### src/rtl/core/assert_macros.svh
// ----------------------------------------------------------------------------
// assert_macros.svh
// Concurrent assertion helpers shared by the sequence packer sources.
// ----------------------------------------------------------------------------
`ifndef ASSERT_MACROS_SVH
`define ASSERT_MACROS_SVH

// checked on every rising edge outside reset
`define ASSERT_CLK(lbl, clk, rst, prop, msg) \
   lbl: assert property (@(posedge clk) disable iff (rst) (prop)) else $error(msg);

// checked on every rising edge, reset included
`define ASSERT_ALWAYS(lbl, clk, prop, msg) \
   lbl: assert property (@(posedge clk) (prop)) else $error(msg);

`endif

### src/rtl/core/scp_pkg.sv
// ----------------------------------------------------------------------------
// scp_pkg
// Types, register indexes and code tables of the sequence code packer.
// ----------------------------------------------------------------------------
package scp_pkg;

   localparam int unsigned WORD_BITS    = 32;
   localparam int unsigned SEQ_LEN_BITS = 24;
   localparam int unsigned CODE_BITS    = 5;
   localparam int unsigned SLOT_BITS    = 4;

   localparam logic [WORD_BITS-1:0] SENTINEL_WORD = 32'h0000_0001;

   // register indexes on the csr port
   typedef enum logic {
      REG_ALPHABET = 1'b0,
      REG_COMPACT  = 1'b1
   } csr_index_type;

   localparam logic [7:0] CHAR_NEWLINE = 8'h0A;
   localparam logic [7:0] CHAR_GAP     = 8'h2D;
   localparam logic [7:0] CHAR_STOP    = 8'h2A;

   // nucleotide codes
   localparam logic [2:0] NUC_NONE = 3'b000;
   localparam logic [2:0] NUC_U    = 3'b001;
   localparam logic [2:0] NUC_C    = 3'b010;
   localparam logic [2:0] NUC_T    = 3'b011;
   localparam logic [2:0] NUC_A    = 3'b100;
   localparam logic [2:0] NUC_G    = 3'b101;
   localparam logic [2:0] NUC_X    = 3'b110;
   localparam logic [2:0] NUC_N    = 3'b111;

   localparam logic [CODE_BITS-1:0] PROT_GAP  = 5'd29;
   localparam logic [CODE_BITS-1:0] PROT_STOP = 5'd30;

   // indexed by letter, A first
   localparam logic [2:0] NUC_LETTER [26] = '{
      NUC_A, NUC_NONE, NUC_C, NUC_NONE, NUC_NONE, NUC_NONE, NUC_G, NUC_NONE,
      NUC_NONE, NUC_NONE, NUC_NONE, NUC_NONE, NUC_NONE, NUC_N, NUC_NONE, NUC_NONE,
      NUC_NONE, NUC_NONE, NUC_NONE, NUC_T, NUC_U, NUC_NONE, NUC_NONE, NUC_X,
      NUC_NONE, NUC_NONE
   };

   localparam logic [CODE_BITS-1:0] PROT_LETTER [26] = '{
      5'd1, 5'd2, 5'd3, 5'd4, 5'd5, 5'd6, 5'd7, 5'd8, 5'd9, 5'd0, 5'd10, 5'd11,
      5'd12, 5'd13, 5'd0, 5'd14, 5'd15, 5'd16, 5'd17, 5'd18, 5'd19, 5'd20,
      5'd21, 5'd31, 5'd22, 5'd23
   };

   typedef struct packed {
      logic [7:0] char_in;
      logic       end_of_sequence;
   } req_payload_type;

   typedef struct packed {
      logic [WORD_BITS-1:0]    packed_word;
      logic                    word_valid;
      logic                    last_word;
      logic [SEQ_LEN_BITS-1:0] seq_length;
   } rsp_payload_type;

   function automatic logic [CODE_BITS-1:0] map_code(input logic [7:0] c,
                                                     input logic       protein);
      logic [7:0]           u;
      logic [4:0]           idx;
      logic [CODE_BITS-1:0] code;
      u    = c;
      idx  = '0;
      code = '0;
      if (c inside {[8'h61:8'h7A]}) begin
         u = c - 8'h20;
      end
      if (u inside {[8'h41:8'h5A]}) begin
         idx  = 5'(u - 8'h41);
         code = protein ? PROT_LETTER[idx] : {2'b00, NUC_LETTER[idx]};
      end else if (protein && u == CHAR_GAP) begin
         code = PROT_GAP;
      end else if (protein && u == CHAR_STOP) begin
         code = PROT_STOP;
      end
      return code;
   endfunction

   function automatic logic [3:0] slot_width(input logic protein, input logic compact);
      if (compact) begin
         return protein ? 4'd5 : 4'd3;
      end
      return protein ? 4'd8 : 4'd4;
   endfunction

   function automatic logic [SLOT_BITS-1:0] slot_capacity(input logic protein,
                                                          input logic compact);
      if (compact) begin
         return protein ? 4'd6 : 4'd10;
      end
      return protein ? 4'd4 : 4'd8;
   endfunction

endpackage

### src/rtl/core/sequence_code_packer_unit.sv
// ----------------------------------------------------------------------------
// sequence_code_packer_unit
// Packs sequence bytes into 32-bit code words, first code in the high slot.
// ----------------------------------------------------------------------------
// Bytes arrive on the req_ channel, one per transaction; newlines are dropped.
// Each other byte is mapped to a nucleotide or protein code and shifted into
// the word being built. A full word, or any byte flagged end_of_sequence,
// yields one rsp_ transaction carrying the word and the running length.
// The result is registered on rsp_, or held in the skid entry while the receiver stalls.
// Throughput: one byte per cycle while req_stall is low, set by the single code-map
// and shift stage in front of the result register.
// The result register is backed by one skid entry, so a byte is still taken
// while a result waits; req_stall rises only once the skid entry is occupied
// and falls the cycle after the receiver takes a result.
// The csr_ port holds alphabet (address 0) and compact_mode (address 4);
// write them only while no transaction is in flight.
// Reset (synchronous) empties both result entries, returns the word to the
// sentinel value with no codes and clears the length counter and registers.
// ----------------------------------------------------------------------------
`include "assert_macros.svh"

module sequence_code_packer_unit #(
   parameter int unsigned LENGTH_BITS = 24
) (
   input  logic                     clock,
   input  logic                     reset,
   input  logic                     req_valid,
   output logic                     req_stall,
   input  scp_pkg::req_payload_type req_data,
   output logic                     rsp_valid,
   input  logic                     rsp_stall,
   output scp_pkg::rsp_payload_type rsp_data,
   input  logic                     csr_psel,
   input  logic                     csr_penable,
   input  logic                     csr_pwrite,
   input  logic [2:0]               csr_paddr,
   input  logic [31:0]              csr_pwdata,
   output logic [31:0]              csr_prdata,
   output logic                     csr_pready
);

   localparam int unsigned WB = scp_pkg::WORD_BITS;
   localparam int unsigned SB = scp_pkg::SLOT_BITS;

   logic alphabet_ff, alphabet_in;
   logic compact_ff, compact_in;

   logic [WB-1:0]          acc_ff, acc_in;
   logic [SB-1:0]          slot_count_ff, slot_count_in;
   logic [LENGTH_BITS-1:0] length_counter_ff, length_counter_in;

   logic                     rsp_valid_ff, rsp_valid_in;
   scp_pkg::rsp_payload_type rsp_data_ff, rsp_data_in;
   logic                     skid_valid_ff, skid_valid_in;
   scp_pkg::rsp_payload_type skid_data_ff, skid_data_in;

   // ---------------- csr port
   logic                   csr_write;
   scp_pkg::csr_index_type csr_index;

   assign csr_pready = 1'b1;
   assign csr_write  = csr_psel && csr_penable && csr_pwrite && csr_pready;
   assign csr_index  = scp_pkg::csr_index_type'(csr_paddr[2]);

   always_comb begin
      alphabet_in = alphabet_ff;
      compact_in  = compact_ff;
      if (csr_write) begin
         case (csr_index)
            scp_pkg::REG_ALPHABET: alphabet_in = csr_pwdata[0];
            scp_pkg::REG_COMPACT:  compact_in  = csr_pwdata[0];
            default: ;
         endcase
      end
   end

   always_comb begin
      case (csr_index)
         scp_pkg::REG_ALPHABET: csr_prdata = {31'd0, alphabet_ff};
         scp_pkg::REG_COMPACT:  csr_prdata = {31'd0, compact_ff};
         default:               csr_prdata = '0;
      endcase
   end

   // ---------------- packing stage
   logic                          req_accept;
   logic                          take_code;
   logic [3:0]                    width;
   logic [SB-1:0]                 capacity;
   logic [scp_pkg::CODE_BITS-1:0] code;
   logic [WB-1:0]                 acc_shift;
   logic [SB-1:0]                 slot_step;
   logic [LENGTH_BITS-1:0]        length_step;
   logic                          word_full;
   logic                          flush;
   logic [SB-1:0]                 remaining;
   logic [5:0]                    pad_shift;
   logic [WB-1:0]                 word_out;
   logic                          result_valid;
   logic                          push;
   scp_pkg::rsp_payload_type      result;
   logic [scp_pkg::SEQ_LEN_BITS-1:0] length_out;

   assign req_stall  = skid_valid_ff;
   assign req_accept = req_valid && !req_stall;
   assign take_code  = req_data.char_in != scp_pkg::CHAR_NEWLINE;

   assign width    = scp_pkg::slot_width(alphabet_ff, compact_ff);
   assign capacity = scp_pkg::slot_capacity(alphabet_ff, compact_ff);
   assign code     = scp_pkg::map_code(req_data.char_in, alphabet_ff);

   always_comb begin
      acc_shift   = acc_ff;
      slot_step   = slot_count_ff;
      length_step = length_counter_ff;
      if (take_code) begin
         acc_shift = (acc_ff << width) | {{(WB-scp_pkg::CODE_BITS){1'b0}}, code};
         if (slot_count_ff != '1) begin
            slot_step = slot_count_ff + 1'b1;
         end
         if (length_counter_ff != '1) begin
            length_step = length_counter_ff + 1'b1;
         end
      end
   end

   assign word_full = take_code && (slot_step >= capacity);
   assign flush     = req_data.end_of_sequence && !word_full && (slot_step != '0);
   assign remaining = (slot_step >= capacity) ? '0 : capacity - slot_step;
   // padding stays below 32 bits since at least one slot is in use
   assign pad_shift = 6'(remaining) * 6'(width);

   always_comb begin
      word_out = '0;
      if (word_full) begin
         word_out = acc_shift;
      end else if (flush) begin
         word_out = acc_shift << pad_shift;
      end
   end

   generate
      if (LENGTH_BITS > scp_pkg::SEQ_LEN_BITS) begin : g_len_sat
         assign length_out = (|length_step[LENGTH_BITS-1:scp_pkg::SEQ_LEN_BITS]) ?
                             '1 : length_step[scp_pkg::SEQ_LEN_BITS-1:0];
      end else begin : g_len_ext
         assign length_out = scp_pkg::SEQ_LEN_BITS'(length_step);
      end
   endgenerate

   assign result_valid = word_full || req_data.end_of_sequence;
   assign push         = req_accept && result_valid;

   always_comb begin
      result.packed_word = word_out;
      result.word_valid  = word_full || flush;
      result.last_word   = req_data.end_of_sequence;
      result.seq_length  = length_out;
   end

   always_comb begin
      acc_in            = acc_ff;
      slot_count_in     = slot_count_ff;
      length_counter_in = length_counter_ff;
      if (req_accept) begin
         if (req_data.end_of_sequence) begin
            acc_in            = scp_pkg::SENTINEL_WORD;
            slot_count_in     = '0;
            length_counter_in = '0;
         end else if (word_full) begin
            acc_in            = scp_pkg::SENTINEL_WORD;
            slot_count_in     = '0;
            length_counter_in = length_step;
         end else begin
            acc_in            = acc_shift;
            slot_count_in     = slot_step;
            length_counter_in = length_step;
         end
      end
   end

   // ---------------- result register and skid entry
   logic out_take;

   assign out_take = rsp_valid_ff && !rsp_stall;

   always_comb begin
      rsp_valid_in  = rsp_valid_ff;
      rsp_data_in   = rsp_data_ff;
      skid_valid_in = skid_valid_ff;
      skid_data_in  = skid_data_ff;
      if (skid_valid_ff) begin
         if (out_take) begin
            rsp_data_in   = skid_data_ff;
            skid_valid_in = 1'b0;
         end
      end else if (push) begin
         if (!rsp_valid_ff || out_take) begin
            rsp_valid_in = 1'b1;
            rsp_data_in  = result;
         end else begin
            skid_valid_in = 1'b1;
            skid_data_in  = result;
         end
      end else if (out_take) begin
         rsp_valid_in = 1'b0;
      end
   end

   always_ff @(posedge clock) begin
      if (reset) begin
         alphabet_ff       <= 1'b0;
         compact_ff        <= 1'b0;
         acc_ff            <= scp_pkg::SENTINEL_WORD;
         slot_count_ff     <= '0;
         length_counter_ff <= '0;
         rsp_valid_ff      <= 1'b0;
         skid_valid_ff     <= 1'b0;
      end else begin
         alphabet_ff       <= alphabet_in;
         compact_ff        <= compact_in;
         acc_ff            <= acc_in;
         slot_count_ff     <= slot_count_in;
         length_counter_ff <= length_counter_in;
         rsp_valid_ff      <= rsp_valid_in;
         skid_valid_ff     <= skid_valid_in;
      end
   end

   always_ff @(posedge clock) begin
      rsp_data_ff  <= rsp_data_in;
      skid_data_ff <= skid_data_in;
   end

   assign rsp_valid = rsp_valid_ff;
   assign rsp_data  = rsp_data_ff;

   // ---------------- assertions
   `ASSERT_ALWAYS(a_reset_empties, clock, reset |=> !rsp_valid_ff && !skid_valid_ff, "result entries not empty after reset")
   `ASSERT_CLK(a_skid_behind_out, clock, reset, !skid_valid_ff || rsp_valid_ff, "skid entry holds a result while the output register is empty")
   `ASSERT_CLK(a_end_clears_state, clock, reset, req_accept && req_data.end_of_sequence |=> slot_count_ff == '0 && length_counter_ff == '0 && acc_ff == scp_pkg::SENTINEL_WORD, "sequence state not cleared after end of sequence")
   `ASSERT_CLK(a_empty_result_is_last, clock, reset, rsp_valid && !rsp_data.word_valid |-> rsp_data.last_word, "result without a word does not end the sequence")

endmodule
### config.mk
export PLATFORM = sky130hd
export DESIGN_NAME = sequence_code_packer_unit
export DESIGN_NICKNAME = d
export VERILOG_FILES = /design/src/rtl/core/scp_pkg.sv /design/src/rtl/core/sequence_code_packer_unit.sv
export VERILOG_INCLUDE_DIRS = /design/src /design/src/rtl/core
export SDC_FILE = /design/constraint.sdc
export NUM_CORES = 1
export LEC_CHECK = 0
export ABC_AREA = 1
export BUFFER_PORTS_ARGS = -buffer_cell sky130_fd_sc_hd__buf_2
export CAP_MARGIN = 20
export CORE_AREA = 2 2 265 163
export DETAILED_ROUTE_END_ITERATION = 6
export DIE_AREA = 0 0 267 165
export SLEW_MARGIN = 25
export SYNTH_ARGS = -nofsm -noshare
export SYNTH_HDL_FRONTEND = slang
export SYNTH_SLANG_ARGS = --single-unit
### constraint.sdc
create_clock -name clock -period 12.7 [get_ports clock]
set_clock_uncertainty 0.2 [all_clocks]
set_input_delay 2.54 -clock clock [delete_from_list [all_inputs] [get_ports clock]]
set_output_delay 2.54 -clock clock [all_outputs]
set_load 0.02 [all_outputs]
Word-level counts from Yosys, hierarchy flattened:

Memory sizes are Yosys's and may differ from the RTL's.
Cells that the tools add are included.

* register bits after elaboration: 180
* ROM bits: 256
* input bits: 51
* output and inout bits: 93
* logic and storage cells: 114
* memories: 2

Memory list
* (no name shown): depth 32, bits a word 5, read ports 1, clocked after Yosys merged registers in 0, wr ports 0, RTL line scp_pkg.sv:76 `code = protein ? PROT_LETTER[idx] : {2'b00, NUC_LETTER[idx]};`
* (no name shown): depth 32, bits a word 3, read ports 1, clocked after Yosys merged registers in 0, wr ports 0, RTL line scp_pkg.sv:76

* $add $sub $neg: 5
* $mul: 1
* order comparisons: 6
* eq/ne operators: 7
* shifts and indexed selects: 2
* multiplexer cells: 43
* bitwise logic cells: 5
* reductions and logical operators: 28

Operators with widths (number)
* 58-bit 2-to-1 mux: 4
* 32-bit 2-to-1 mux: 5
* 24-bit 2-to-1 mux: 3
* 32-bit one-hot mux with 2 select lines: 1
* 4-bit 2-to-1 mux: 12
* 32-bit by 5-bit bitwise OR with 32-bit output: 1
* 32-bit by 4-bit left shift with 32-bit output: 1
* 32-bit by 6-bit left shift with 32-bit output: 1
* 5-bit 2-to-1 mux: 6
* 24-bit by 1-bit adder with 24-bit output, second input constant: 1
* 24-bit != test, second input constant: 1
* 8-bit by 6-bit == test with 1-bit output, second input constant: 2
* 8-bit by 7-bit greater-or-equal comparator with 1-bit output, second input constant: 2
* 8-bit by 7-bit less-or-equal comparator with 1-bit output, second input constant: 2
* 1-bit logical AND: 12
* 3-bit 2-to-1 mux: 3
* 3-bit AND reduction: 3
* 1-bit 2-to-1 mux: 8
* 8-bit 2-to-1 mux: 1
* 8-bit by 4-bit != test with 1-bit output, second input constant: 1
* 8-bit by 6-bit subtractor with 8-bit output, second input constant: 1
* 6-bit greater-or-equal comparator, second input constant: 1
* 4-bit by 4-bit multiplier with 6-bit output: 1
* 5-bit NOT with 6-bit output: 1
* other kinds (12): 23

Depth between registers and ports, before layout:

* word-level depth: 18
* mapped depth: 33
* gate-level depth less buffers: 33

Least setup slack after synthesis:

OpenSTA, ideal clock, no wires.

* kind: input to register
* from: input req_data[1] (netlist name)
* to: register rsp_data_ff (netlist bit rsp_data[0]), enable pin
* library setup time: 0.493 ns
* arrival time: 7.874 ns
* required time: 12.007 ns
* path slack: 4.133 ns
* stages: 17
* path buffers: 1
* cell sequence: inv_1 > ha_1 > nand3_4 > nor2_8 > nor2_8 > xor2_4 > fa_1 > nand2_1 > inv_2 > o21ai_1 > a32oi_2 > nor2_2 > inv_1 > clkbuf_1 > a21oi_1 > a21oi_1 > a21oi_1

* word-level cells in the longest chain between the ends: 8

RTL lines
* from (decl): RTL line sequence_code_packer_unit.sv:29 `input scp_pkg::req_payload_type req_data,`
* 8-bit by 4-bit != test with 1-bit output (*): RTL line sequence_code_packer_unit.sv:106 `assign take_code = req_data.char_in != scp_pkg::CHAR_NEWLINE;`
* 4-bit 2-to-1 mux: RTL line sequence_code_packer_unit.sv:116 `if (take_code) begin`
* 4-bit greater-or-equal comparator: RTL line sequence_code_packer_unit.sv:127 `assign word_full = take_code && (slot_step >= capacity);`
* 1-bit logical AND (*): RTL line sequence_code_packer_unit.sv:127
* 1-bit logical OR (*): RTL line sequence_code_packer_unit.sv:151 `assign result_valid = word_full || req_data.end_of_sequence;`
* 1-bit logical AND (*): RTL line sequence_code_packer_unit.sv:152 `assign push = req_accept && result_valid;`
* 2-bit nonzero test (no line) (*)
* 3-bit AND reduction (no line) (*)
* to (signal assigned): RTL line sequence_code_packer_unit.sv:231 `rsp_data_ff <= rsp_data_in;`
* to (decl): RTL line sequence_code_packer_unit.sv:53 `scp_pkg::rsp_payload_type rsp_data_ff, rsp_data_in;`

Every way passes the cells marked *; elsewhere a longest branch is shown, timed or not.
A chain may end at the register's enable or synchronous reset.

==> flow_summary.yaml <==
cts:
  cts_made_buffers: 17
  postCtsHoldBufs: 0
  cts_sinks: 180
  cts.path.max_buffers: 2
  cts_resized: 0
  clk_pin_slew_worst_paths_ns: 0.07
  cts_tree: "done"
  htreeDepth: 4
  cts_root_buf: "clkbuf_16"
  post_cts_buffers: 0
  clk_latency_ns: 0.46
setup_path:
  r2r-end: "rsp_data[41]$_DFFE_PP_"
  arrival_ns: 9.09
  cp-endpoint: "rsp_data[41]$_DFFE_PP_"
  crit_path_end_kind: "flop"
  critPathKind: "in -> reg"
  cp-start-kind: "input pin"
  r2r_start: "slot_count_ff[0]$_SDFFE_PP0P_"
  reg2reg_slack_ns: 5.92
  cp_max_fo: 26
  timing.critical_path.from: "req_data[1]"
  crit_required_ns: 12.73
  r2r_cells: 26
sta:
  rsz0062_at_grt: "no"
  slew-limit-headroom_pct: 31.8
  final_hold_viol_count: 0
  fin_crit_sh_pct: 71.3
  worst_pin_slew_ns: 1.02
  setup_violations: 0
  setup_tns_ns: 0
  min_period_ns: 9.06
  drv_slew: 0
  clock.fmax_mhz: 110
detailed_routing:
  viasPerCell: 5.00
  drt-pass1-iter-count: 6
  drt_wl_total_um: 36000
  drc_errors: 0
  vias: 11802
  ant_nets: 0
  drt_iter0_drc: 1224
  avgRoutedWirePerCell_um: 15.3
global_route:
  grt-ovfl-total: 0
  grt_max_degree: 65
  grt_first_pass_wirelength_um: 57600
  antenna_found_initial: 0
  grt_pass1_vias: 10731
  grt_use_total_pct: 16.5
power:
  switchingPower_uw: 488
  pwr-share-seq_pct: 43.1
  ir_worst_vdd_mv: 0.0893
  p_comb_share_pct: 20.7
  power_density_nw_per_um2: 110
  p_leak_uw: 0.00585
  switching_share_pct: 32.4
  clkPwrFrac_pct: 36.1
  p_int_uw: 1020
synth:
  synth-seq-area-share_pct: 38.6
  ys.flop_type: "edfxtp_1"
  synth_warnings: 0
  synth_area_sq_um: 12300
  synth.avg_cell_area_sq_um: 7.02
  synth.distinct_cells: 46
  synth-edff-count: 116
  ys_seq_elements: 180
  postSynth.asyncResetShare_pct: 0
  synthCells: 1759
job:
  cap_violations: 0
hold_path:
  hold_class: "reg -> reg"
outcome:
  status: "finished clean"
die:
  num_rows: 58
  die_area_sq_um: 44100
  io_pins: 144
  start_util_pct: 29.8
  die_w_um: 267
  die_h_um: 165
  fp.coreArea_sq_um: 41400
cells_and_area:
  drive_gt1_share_pct: 9.94
  layout_common_cells: "646 x nand2_1, 301 x nand3_1, 116 x edfxtp_1, 114 x inv_1, 80 x a21oi_1"
  final_nets: 1864
  syn2layout_area_growth_pct: 10.8
  final_common_cell: "nand2_1"
  antenna_cells: 0
  fin_cells: 2361
placement:
  place_inst: 2329
  io_buffers: 78
  dp.final_hpwl_um: 25600
  gp_congestion: 0.940
[worst min-delay path by stage]
stage	depth (start not counted)	endpoint	start	slack, ns
3_5_place_dp	2	acc_ff[7]$_SDFFE_PP0P_	acc_ff[7]$_SDFFE_PP0P_	0.26
6_report	2	acc_ff[10]$_SDFFE_PP0P_	acc_ff[10]$_SDFFE_PP0P_	0.27
2_1_floorplan	2	acc_ff[10]$_SDFFE_PP0P_	acc_ff[10]$_SDFFE_PP0P_	0.25
5_1_grt	2	acc_ff[7]$_SDFFE_PP0P_	acc_ff[7]$_SDFFE_PP0P_	0.29
4_1_cts	2	acc_ff[7]$_SDFFE_PP0P_	acc_ff[7]$_SDFFE_PP0P_	0.27
3_3_place_gp	2	acc_ff[1]$_SDFFE_PP0P_	acc_ff[1]$_SDFFE_PP0P_	0.25
[power by group through the flow]
stage / sequential (uW) / clock (uW) / combinational, uW
2_1_floorplan: 675 / 0 / 212
3_3_place_gp: 662 / 0 / 302
3_5_place_dp: 662 / 0 / 303
4_1_cts: 649 / 555 / 304
5_1_grt: 650 / 578 / 343
6_report: 648 / 543 / 312
[cells in the mapped netlist, drive strengths merged (5+ instances only)]
library cell / n / area share, %
buf: 68 / 3.5
nand2: 649 / 20
nand3: 305 / 13
nor2: 76 / 2.8
ha: 30 / 3.0
fa: 5 / 0.81
dfxtp: 64 / 10
clkbuf: 54 / 1.6
inv: 124 / 3.8
edfxtp: 116 / 28
xnor2: 10 / 0.71
o22ai: 5 / 0.41
o21ai: 76 / 3.3
o211ai: 19 / 1.2
a21oi: 81 / 3.3
nand4: 18 / 0.91
nor3: 10 / 0.49
nand3b: 5 / 0.30
xor2: 18 / 1.4
or2: 5 / 0.25
clkinv: 5 / 0.15
[logic make-up after synthesis]
| logic type | after synthesis | share of synthesized area, % |
|---|---|---|
| AND/OR/NAND/NOR | 1071 | 37.3 |
| buffers and inverters | 251 | 9.05 |
| AO/OA/AOI/OAI | 189 | 8.73 |
| flip-flops | 180 | 38.6 |
| adder cells (fa/ha/maj) | 35 | 3.85 |
| XOR/XNOR | 28 | 2.14 |
| multiplexers | 3 | 0.243 |
| other | 2 | 0.0608 |
[flip-flops by register name (all words and copies together), names as in the netlist]
name               cells
acc_ff                32
alphabet_ff            1
compact_ff             1
length_counter_ff     24
req_stall              1
rsp_data              58
rsp_valid              1
skid_data_ff          58
slot_count_ff          4
[cell type report]
class / count / area [sq um]
repair buffers: 92 / 495
clock buffers: 20 / 500
well taps: 570 / 713
flip-flops and latches: 180 / 4770
inverters: 129 / 488
multi-input cells: 1358 / 6620
fillers: 4501 / 27800
clock inverters: 12 / 100
[metrics by stage]
stage               hold slack [ns]  worst slack, ns  util (%)  total power, uW  area, sq um
finish                        0.268             3.64      33.0             1500        13700
global route                  0.292             3.29      33.0             1570        13700
detailed placement            0.259             2.49      31.6              965        13100
global placement              0.253             2.66      31.5              963        13100
CTS                           0.269             2.95      33.0             1510        13700
floorplan                     0.245             4.13         -              888        12500
[worst max-delay path: stages]
cell	delay, ns
buf_2	0.16
inv_1	0.16
ha_1	0.21
nand3_4	0.13
nor2_8	0.50
nor2_8	0.07
or2_2	0.30
o21ai_2	0.12
ha_1	0.31
ha_1	0.22
a32oi_2	0.72
nand2_1	0.29
nor2_1	0.21
fa_1	0.43
inv_1	0.09
fa_1	0.39
inv_1	0.11
ha_1	0.24
nand3_1	0.08
nand2_1	0.08
xnor2_1	0.14
xor2_1	0.17
nand3b_1	0.15
nand2_1	0.11
nand2_2	0.16
nor2_4	0.48
nand3_1	0.21
a31oi_1	0.30
[metal layers]
metal | vias up | wire, um | global-route usage [%]
met5 | - | 0 | 0
met4 | 0 | 556 | 3.83
met3 | 46 | 2700 | 3.79
met2 | 442 | 15000 | 24.0
met1 | 5498 | 17800 | 24.6
li1 | 5816 | - | -
(Power assumes the default switching activity.)
